==> src/humidity_temp_frame_decoder_core_defines.svh <==
// Assertion macros for the humidity/temperature frame decoder.
// Included by the top level; expects signals clk and rst in scope.
`ifndef HUMIDITY_TEMP_FRAME_DECODER_CORE_DEFINES_SVH
`define HUMIDITY_TEMP_FRAME_DECODER_CORE_DEFINES_SVH

// Implication checked on every clock edge outside reset.
`define HTFD_ASSERT_IMPL(lbl, ante, cons, msg) \
  lbl: assert property (@(posedge clk) disable iff (rst) (ante) |-> (cons)) else $error(msg);

// Implication whose consequent is checked in the cycle after the antecedent.
`define HTFD_ASSERT_NEXT(lbl, ante, cons, msg) \
  lbl: assert property (@(posedge clk) disable iff (rst) (ante) |=> (cons)) else $error(msg);

`endif

==> src/htfd_pkg.sv <==
// Shared types and constants for the humidity/temperature frame decoder.
// No dependencies; imported by every module of the block.
package htfd_pkg;

  typedef enum logic [1:0] {
    ERR_NONE = 2'd0,
    ERR_CRC  = 2'd1,
    ERR_ZERO = 2'd2,
    ERR_BUS  = 2'd3
  } err_code_t;

  typedef enum logic {
    STAGE_TEMP = 1'b0,
    STAGE_HUM  = 1'b1
  } stage_t;

  typedef enum logic [1:0] {
    POS_MSB   = 2'd0,
    POS_LSB   = 2'd1,
    POS_CRC   = 2'd2,
    POS_SPARE = 2'd3
  } pos_t;

  // One queued job: an error report or a finished reading.
  typedef struct packed {
    err_code_t   err;
    stage_t      stage;
    logic [15:0] raw_t;
    logic [15:0] raw_h;
  } job_t;

  localparam int          HTFD_QUEUE_DEPTH = 4;

  localparam logic [7:0]  CRC_POLY    = 8'h31;
  localparam logic [15:0] RAW_MASK    = 16'hFFFC;
  localparam logic [14:0] TEMP_SCALE  = 15'd17572;
  localparam logic [15:0] TEMP_OFFSET = 16'd4685;
  localparam logic [13:0] HUM_SCALE   = 14'd12500;
  localparam logic [13:0] HUM_OFFSET  = 14'd600;
  localparam logic [13:0] HUM_MAX     = 14'd10000;

endpackage

==> src/htfd_front.sv <==
// Front end: takes sensor bytes, tracks frame position, checks CRC and zero
// readings, and pushes one job per result. Depends on htfd_pkg.
module htfd_front
  import htfd_pkg::*;
(
  input  logic       clk,
  input  logic       rst,
  input  logic       take,
  input  logic [7:0] data_byte,
  input  logic       seq_start,
  input  logic       bus_fault,
  output logic       push_valid,
  output job_t       push_job
);

  pos_t        pos, pos_next;
  stage_t      stage, stage_next;
  logic [7:0]  high_byte, high_byte_next;
  logic [7:0]  low_byte, low_byte_next;
  logic [7:0]  crc_acc, crc_acc_next;
  logic [15:0] temp_raw, temp_raw_next;

  pos_t        pos_eff;
  stage_t      stage_eff;
  logic [15:0] raw;
  logic        crc_ok;
  logic        raw_zero;

  // CRC-8 over one byte, MSB first, poly 0x31
  function automatic logic [7:0] crc8_byte(input logic [7:0] din);
    logic [7:0] c;
    c = din;
    for (int k = 0; k < 8; k++) begin
      c = c[7] ? ({c[6:0], 1'b0} ^ CRC_POLY) : {c[6:0], 1'b0};
    end
    return c;
  endfunction

  assign pos_eff   = seq_start ? POS_MSB : pos;
  assign stage_eff = seq_start ? STAGE_TEMP : stage;
  assign raw       = {high_byte, low_byte} & RAW_MASK;
  assign crc_ok    = (crc_acc == data_byte);
  assign raw_zero  = (raw == 16'd0);

  // next state
  always_comb begin
    pos_next       = pos;
    stage_next     = stage;
    high_byte_next = high_byte;
    low_byte_next  = low_byte;
    crc_acc_next   = crc_acc;
    temp_raw_next  = temp_raw;
    if (take) begin
      if (bus_fault) begin
        pos_next   = POS_MSB;
        stage_next = STAGE_TEMP;
      end else begin
        unique case (pos_eff)
          POS_LSB: begin
            low_byte_next = data_byte;
            crc_acc_next  = crc8_byte(crc_acc ^ data_byte);
            pos_next      = POS_CRC;
            stage_next    = stage_eff;
          end
          POS_CRC: begin
            pos_next = POS_MSB;
            if (!crc_ok || raw_zero || (stage_eff == STAGE_HUM)) begin
              stage_next = STAGE_TEMP;
            end else begin
              temp_raw_next = raw;
              stage_next    = STAGE_HUM;
            end
          end
          POS_MSB, POS_SPARE: begin
            high_byte_next = data_byte;
            crc_acc_next   = crc8_byte(data_byte);
            pos_next       = POS_LSB;
            stage_next     = stage_eff;
          end
        endcase
      end
    end
  end

  // job output
  always_comb begin
    push_job.stage = stage_eff;
    push_job.raw_t = temp_raw;
    push_job.raw_h = raw;
    priority if (bus_fault) begin
      push_job.err = ERR_BUS;
    end else if (!crc_ok) begin
      push_job.err = ERR_CRC;
    end else if (raw_zero) begin
      push_job.err = ERR_ZERO;
    end else begin
      push_job.err = ERR_NONE;
    end
    push_valid = take && (bus_fault ||
                 ((pos_eff == POS_CRC) &&
                  (!crc_ok || raw_zero || (stage_eff == STAGE_HUM))));
  end

  always_ff @(posedge clk) begin
    if (rst) begin
      pos   <= POS_MSB;
      stage <= STAGE_TEMP;
    end else begin
      pos   <= pos_next;
      stage <= stage_next;
    end
    high_byte <= high_byte_next;
    low_byte  <= low_byte_next;
    crc_acc   <= crc_acc_next;
    temp_raw  <= temp_raw_next;
  end

endmodule

==> src/htfd_queue.sv <==
// Small job queue between front and back end, register based.
// Depends on htfd_pkg for the job type.
module htfd_queue
  import htfd_pkg::*;
#(
  parameter int DEPTH = HTFD_QUEUE_DEPTH
) (
  input  logic clk,
  input  logic rst,
  input  logic push_valid,
  output logic push_ready,
  input  job_t push_job,
  output logic pop_valid,
  input  logic pop_ready,
  output job_t pop_job
);

  localparam int PTR_W = (DEPTH > 1) ? $clog2(DEPTH) : 1;
  localparam int CNT_W = $clog2(DEPTH + 1);
  localparam logic [PTR_W-1:0] LAST = PTR_W'(DEPTH - 1);

  job_t             slots [DEPTH];
  logic [PTR_W-1:0] wr_ptr, rd_ptr;
  logic [CNT_W-1:0] count;
  logic             do_push, do_pop;

  assign push_ready = (count != CNT_W'(DEPTH));
  assign pop_valid  = (count != '0);
  assign pop_job    = slots[rd_ptr];
  assign do_push    = push_valid && push_ready;
  assign do_pop     = pop_valid && pop_ready;

  always_ff @(posedge clk) begin
    if (rst) begin
      wr_ptr <= '0;
      rd_ptr <= '0;
      count  <= '0;
    end else begin
      if (do_push) begin
        wr_ptr <= (wr_ptr == LAST) ? '0 : wr_ptr + 1'b1;
      end
      if (do_pop) begin
        rd_ptr <= (rd_ptr == LAST) ? '0 : rd_ptr + 1'b1;
      end
      if (do_push && !do_pop) begin
        count <= count + 1'b1;
      end else if (do_pop && !do_push) begin
        count <= count - 1'b1;
      end
    end
    if (do_push) begin
      slots[wr_ptr] <= push_job;
    end
  end

endmodule

==> src/htfd_back.sv <==
// Back end: scales raw readings (multiply stage, then offset/clamp stage)
// and holds the result in the output register. Depends on htfd_pkg.
module htfd_back
  import htfd_pkg::*;
(
  input  logic               clk,
  input  logic               rst,
  input  logic               pop_valid,
  output logic               pop_ready,
  input  job_t               pop_job,
  output logic               out_valid,
  input  logic               out_ready,
  output logic signed [14:0] temperature_centi,
  output logic        [13:0] humidity_centi,
  output logic               reading_valid,
  output logic        [1:0]  error_code,
  output logic               failed_stage
);

  logic        a_valid;
  err_code_t   a_err;
  stage_t      a_stage;
  logic [30:0] a_tprod;
  logic [29:0] a_hprod;

  logic        a_take, b_load;
  logic [15:0] t_wide;
  logic [13:0] h_scaled, h_off;

  assign b_load    = a_valid && (!out_valid || out_ready);
  assign pop_ready = !a_valid || b_load;
  assign a_take    = pop_valid && pop_ready;

  assign t_wide   = {1'b0, a_tprod[30:16]} - TEMP_OFFSET;
  assign h_scaled = a_hprod[29:16];

  always_comb begin
    if (h_scaled < HUM_OFFSET) begin
      h_off = '0;
    end else begin
      h_off = h_scaled - HUM_OFFSET;
    end
    if (h_off > HUM_MAX) begin
      h_off = HUM_MAX;
    end
  end

  always_ff @(posedge clk) begin
    if (rst) begin
      a_valid   <= 1'b0;
      out_valid <= 1'b0;
    end else begin
      if (a_take) begin
        a_valid <= 1'b1;
      end else if (b_load) begin
        a_valid <= 1'b0;
      end
      if (b_load) begin
        out_valid <= 1'b1;
      end else if (out_ready) begin
        out_valid <= 1'b0;
      end
    end
    if (a_take) begin
      a_err   <= pop_job.err;
      a_stage <= pop_job.stage;
      a_tprod <= TEMP_SCALE * pop_job.raw_t;
      a_hprod <= HUM_SCALE * pop_job.raw_h;
    end
    if (b_load) begin
      error_code <= a_err;
      if (a_err == ERR_NONE) begin
        temperature_centi <= signed'(t_wide[14:0]);
        humidity_centi    <= h_off;
        reading_valid     <= 1'b1;
        failed_stage      <= STAGE_TEMP;
      end else begin
        temperature_centi <= '0;
        humidity_centi    <= '0;
        reading_valid     <= 1'b0;
        failed_stage      <= a_stage;
      end
    end
  end

endmodule

==> src/humidity_temp_frame_decoder_core.sv <==
// Humidity/temperature frame decoder, top level. Takes the six bytes a
// sensor returns (temperature frame then humidity frame: MSB, LSB, CRC-8 with
// poly 0x31 and init 0), checks each frame and reports one result per full
// read or per failure. A valid result carries temperature in 0.01 degC,
// floor(17572*raw/65536)-4685, and humidity in 0.01 %RH,
// floor(12500*raw/65536)-600 clamped to 0..10000. CRC mismatch, a zero
// reading or bus_fault gives an invalid result (error_code 1/2/3, failed_stage
// the frame in progress) and restarts at the temperature frame; seq_start
// forces the byte to be a temperature MSB. One byte is accepted per cycle
// while in_ready is high. The front end classifies each byte and pushes a job
// in the same cycle into a 4-entry queue (QUEUE_DEPTH); the back end takes it
// through a multiply stage, then offset/clamp into the output register, so a
// result crosses the queue and both back-end registers after its last byte,
// later only while out_ready holds results back. in_ready drops only when the
// queue is full, i.e. while out_ready has been low long enough to back it up.
// Depends on htfd_pkg, htfd_front, htfd_queue, htfd_back and the defines header.
`include "humidity_temp_frame_decoder_core_defines.svh"

module humidity_temp_frame_decoder_core
  import htfd_pkg::*;
#(
  parameter int QUEUE_DEPTH = HTFD_QUEUE_DEPTH
) (
  input  logic               clk,
  input  logic               rst,
  // byte input channel
  input  logic               in_valid,
  output logic               in_ready,
  input  logic        [7:0]  data_byte,
  input  logic               seq_start,
  input  logic               bus_fault,
  // result channel
  output logic               out_valid,
  input  logic               out_ready,
  output logic signed [14:0] temperature_centi,
  output logic        [13:0] humidity_centi,
  output logic               reading_valid,
  output logic        [1:0]  error_code,
  output logic               failed_stage
);

  logic take;
  logic push_valid, push_ready;
  job_t push_job;
  logic pop_valid, pop_ready;
  job_t pop_job;

  // bytes are taken whenever the queue has room for a possible job
  assign in_ready = push_ready;
  assign take     = in_valid && in_ready;

  htfd_front u_front (
    .clk        (clk),
    .rst        (rst),
    .take       (take),
    .data_byte  (data_byte),
    .seq_start  (seq_start),
    .bus_fault  (bus_fault),
    .push_valid (push_valid),
    .push_job   (push_job)
  );

  htfd_queue #(
    .DEPTH (QUEUE_DEPTH)
  ) u_queue (
    .clk        (clk),
    .rst        (rst),
    .push_valid (push_valid),
    .push_ready (push_ready),
    .push_job   (push_job),
    .pop_valid  (pop_valid),
    .pop_ready  (pop_ready),
    .pop_job    (pop_job)
  );

  htfd_back u_back (
    .clk               (clk),
    .rst               (rst),
    .pop_valid         (pop_valid),
    .pop_ready         (pop_ready),
    .pop_job           (pop_job),
    .out_valid         (out_valid),
    .out_ready         (out_ready),
    .temperature_centi (temperature_centi),
    .humidity_centi    (humidity_centi),
    .reading_valid     (reading_valid),
    .error_code        (error_code),
    .failed_stage      (failed_stage)
  );

  // valid readings carry no error and report the temperature stage
  `HTFD_ASSERT_IMPL(a_valid_clean, out_valid && reading_valid,
                    (error_code == ERR_NONE) && !failed_stage,
                    "valid reading with error fields set")

  // invalid results have zeroed values and a real error code
  `HTFD_ASSERT_IMPL(a_invalid_zero, out_valid && !reading_valid,
                    (temperature_centi == 15'sd0) && (humidity_centi == 14'd0) &&
                    (error_code != ERR_NONE),
                    "invalid result fields not cleared")

  // humidity clamp
  `HTFD_ASSERT_IMPL(a_hum_range, out_valid, humidity_centi <= HUM_MAX, "humidity above clamp")

  // a bus fault always queues a job
  `HTFD_ASSERT_NEXT(a_fault_queued, take && bus_fault, pop_valid, "bus fault produced no job")

endmodule
==> config.mk <==
export PLATFORM = sky130hd
export DESIGN_NAME = humidity_temp_frame_decoder_core
export DESIGN_NICKNAME = d
export VERILOG_FILES = /design/src/htfd_pkg.sv /design/src/htfd_front.sv /design/src/htfd_queue.sv /design/src/htfd_back.sv /design/src/humidity_temp_frame_decoder_core.sv
export VERILOG_INCLUDE_DIRS = /design/src /design/src/src
export SDC_FILE = /design/constraint.sdc
export NUM_CORES = 1
export LEC_CHECK = 0
export BUFFER_PORTS_ARGS = -buffer_cell sky130_fd_sc_hd__buf_4
export CORE_MARGIN = 2
export CORE_UTILIZATION = 34
export CTS_CLUSTER_DIAMETER = 60
export CTS_CLUSTER_SIZE = 14
export DETAILED_ROUTE_END_ITERATION = 6
export GPL_TIMING_DRIVEN = 0
export PLACE_DENSITY = 0.6
export SETUP_SLACK_MARGIN = 0.4
export SYNTH_ARGS = -nofsm -noshare
export SYNTH_HDL_FRONTEND = slang
export SYNTH_SLANG_ARGS = --single-unit
export TNS_END_PERCENT = 5
==> constraint.sdc <==
create_clock -name clk -period 5.56 [get_ports clk]
set_input_delay 0.834 -clock clk [delete_from_list [all_inputs] [get_ports clk]]
set_output_delay 0.834 -clock clk [all_outputs]
set_load 0.02 [all_outputs]
==> flow_summary_export.csv <==
group,metric,value,unit
place,gp_congestion,0.810,
layout,final_layout_size_suffix_gt1_share,18.3,%
hold_path,whs_path_depth,0,
die,die_x,210,um
clocking,h-tree-depth,1,
die,die_h,210,um
synthesis,synth_edf_count,225,
layout,nFillCells,3881,
synthesis,synthTopCellsByArea,"edfxtp_1 47%, ha_1 16%, fa_1 7.8%",
clocking,cts.reportedPaths.clkPinSlew,0.06,ns
drt,vias,8189,
drt,drcViolationCount,0,
timing,setup_violations,0,
layout,ff_latch_area,0.00704,mm^2
synthesis,synth_top_cell_by_area,"edfxtp_1",
layout,antenna_cells,0,
global_routing,grtUsageTotal,12.1,%
clocking,ctsRootBufferMaster,"clkbuf_16",
timing,fin_crit_sh,90.8,%
layout,multi_input_comb_area,0.00704,mm^2
drt,ant_nets,0,
hold_path,hold_path.class,"flop to flop",
place,port-buffer-count,48,
setup_path,reg2reg_depth,18,
timing,fin_skew,0.0171,ns
die,start_util,34.4,%
global_routing,grt_pass1_wl,43.3,mm
timing,fin_setup_tns,0,ns
global_routing,grt_overflow,0,
drt,vias_per_cell,4.77,
die,io_pins,49,
setup_path,startpoint_type,"flop",
layout,design_area,0.0167,mm^2
synthesis,synth_seq_cells,239,
setup_path,r2r_slack,0.51,ns
layout,layout_common_cells,"225 x edfxtp_1, 166 x ha_1, 157 x inv_1",
clocking,clk-insertion-delay-late,0.51,ns
setup_path,r2r_end,"u_back.a_hprod[29]$_DFFE_PP_",
place,dp_slack,-0.817,ns
timing,slew_headroom,12.4,%
die,core.rowCount,75,
hold_path,worstHoldStart,"u_back.a_err[1]$_DFFE_PP_",
synthesis,mappedNetlistArea,0.0144,mm^2
place,hpwl,19.5,mm
run,maxCapViolCount,0,
die,dieArea,0.0441,mm^2
timing,rsz0062_at_grt,"yes",
synthesis,syn_area_per_cell,13.4,um^2
clocking,clock_sinks,239,
die,core-area,0.0419,mm^2
global_routing,grt_pass1_vias,8464,
setup_path,critPathRequiredTime,5.80,ns
synthesis,yosys_warnings,0,
setup_path,path_max_fanout,7,
global_routing,grt_max_degree,34,
timing,layout_setup_ws,0.510,ns
outcome,status,"finished, final reports clean",
timing,min_period,5.05,ns
setup_path,critical_path_arrival,5.29,ns
timing,final_max_slew_viol_count,0,
synthesis,synth.top_cell.area_share,46.9,%
clocking,cts_buffer_depth,3,
setup_path,worstSetupEndpointType,"flop",
drt,drt_iter0_drc,348,
clocking,numCtsBuffers,22,
drt,wl,26.4,mm
layout,nets,1419,
layout,layout_commonest_cell,"edfxtp_1",
synthesis,postSynth.asyncResetShare,0,%
hold_path,min_to,"u_back.error_code[1]$_DFFE_PP_",
global_routing,antenna_found_initial,1,
timing,hold_viol_final,0,
timing,hold-worst-slack,0.447,ns
drt,wl_per_cell,15.4,um
setup_path,worstSetupPathType,"flop to flop",
timing,tightestPinTransition,1.30,ns
place,dpl_cell_area,0.0155,mm^2
synthesis,yosysSeqAreaShare,48.8,%
synthesis,ys_types,73,
drt,drt_pre_antenna_iters,4,
synthesis,synth_ff_type,"edfxtp_1",
layout,area_growth,16.0,%
timing,fmax,0.198,GHz
clocking,cts_tree,"yes",
synthesis,postSynthCellCount,1073,
synthesis,syn_nets,1325,
-- critical path, stage by stage, from the launching register on --
cell	delay, ns
dfxtp_4	0.38
buf_12	0.13
clkbuf_16	0.14
mux4_2	0.59
ha_1	0.35
ha_1	0.25
xor2_1	0.17
ha_1	0.18
a31o_2	0.23
fa_1	0.50
inv_1	0.05
fa_1	0.53
inv_1	0.05
ha_2	0.38
nand3_1	0.11
nand2b_1	0.23
o21ai_4	0.23
o221ai_2	0.12
xnor2_1	0.15
-- per-stage QoR --
stage               instances  util (%)
floorplan                1073         -
global placement         1660      36.9
detailed placement       1662      37.0
CTS                      1709      39.3
global route             1718      39.9
finish                   1718      39.9
-- final cells by class --
class | count | area share (%)
clock buffer | 29 | 3.45
multi-input combinational | 662 | 42.1
timing repair buffer | 70 | 3.42
sequential | 239 | 42.1
clock inverter | 7 | 0.621
buffer | 11 | 0.703
tap | 539 | 4.03
inverter | 161 | 3.61
-- worst max-delay path by stage --
stage / start / end / slack, ns / cells after the start
2_1_floorplan: flop / u_back.a_hprod[27]$_DFFE_PP_ / 0.39 / 19
3_3_place_gp: flop / u_back.a_hprod[29]$_DFFE_PP_ / -0.79 / 17
3_5_place_dp: flop / u_back.a_hprod[29]$_DFFE_PP_ / -0.82 / 17
4_1_cts: flop / u_back.a_hprod[29]$_DFFE_PP_ / 0.38 / 17
5_1_grt: flop / u_back.a_hprod[22]$_DFFE_PP_ / 0.30 / 18
6_report: flop / u_back.a_hprod[29]$_DFFE_PP_ / 0.51 / 18
-- cell families after synthesis --
logic type	Yosys count	share of synthesized area, %
xor+xnor	84	5.10
simple gates	168	6.26
compound gates	135	6.40
mux	37	5.26
fa+ha+maj	238	23.6
flops	239	48.8
buf+inv	172	4.62
-- state kept, by name, indices dropped and copies added, names as in the netlist, 3 cells and up, named ones only --
signal,flops
u_back.humidity_centi,14
u_queue.count,3
u_back.a_hprod,14
u_front.temp_raw,14
u_back.a_tprod,15
u_front.high_byte,8
u_queue.slots,124
u_front.low_byte,6
u_front.crc_acc,8
u_back.temperature_centi,15
-- cell usage after synthesis (all sizes together), types with 4 or more instances --
library cell,n
a21boi,6
a21o,13
a21oi,43
a221oi,4
a31oi,5
and2,7
buf,5
clkbuf,6
dfxtp,14
edfxtp,225
fa,56
ha,182
inv,161
mux2i,6
mux4,31
nand2,33
nand2b,10
nand3,7
nand4,4
nor2,46
nor2b,4
nor3,20
nor3b,5
nor4,7
o211ai,5
o21ai,25
o31ai,5
or2,4
or3,4
xnor2,47
xor2,37
-- per-layer routing --
| layer | share of wire (%) | track usage (%) |
|---|---|---|
| met3 | 3.7 | 1.94 |
| met1 | 47 | 16.4 |
| met5 | 0 | 0 |
| met2 | 48 | 20.8 |
| met4 | 1.7 | 2.30 |
-- timing repair --
| action | 4_1_cts | 5_1_grt |
|---|---|---|
| pin swaps | 13 | 17 |
| endpoints found under the setup margin | 26 | 20 |
| hold buffers | 0 | 0 |
| gates cloned | 0 | 1 |
| setup buffers | 11 | 8 |
| resized for setup | 39 | 34 |
Power is not shown: default switching activity piles up to over one toggle a cycle in this logic, so the estimate is an artifact.
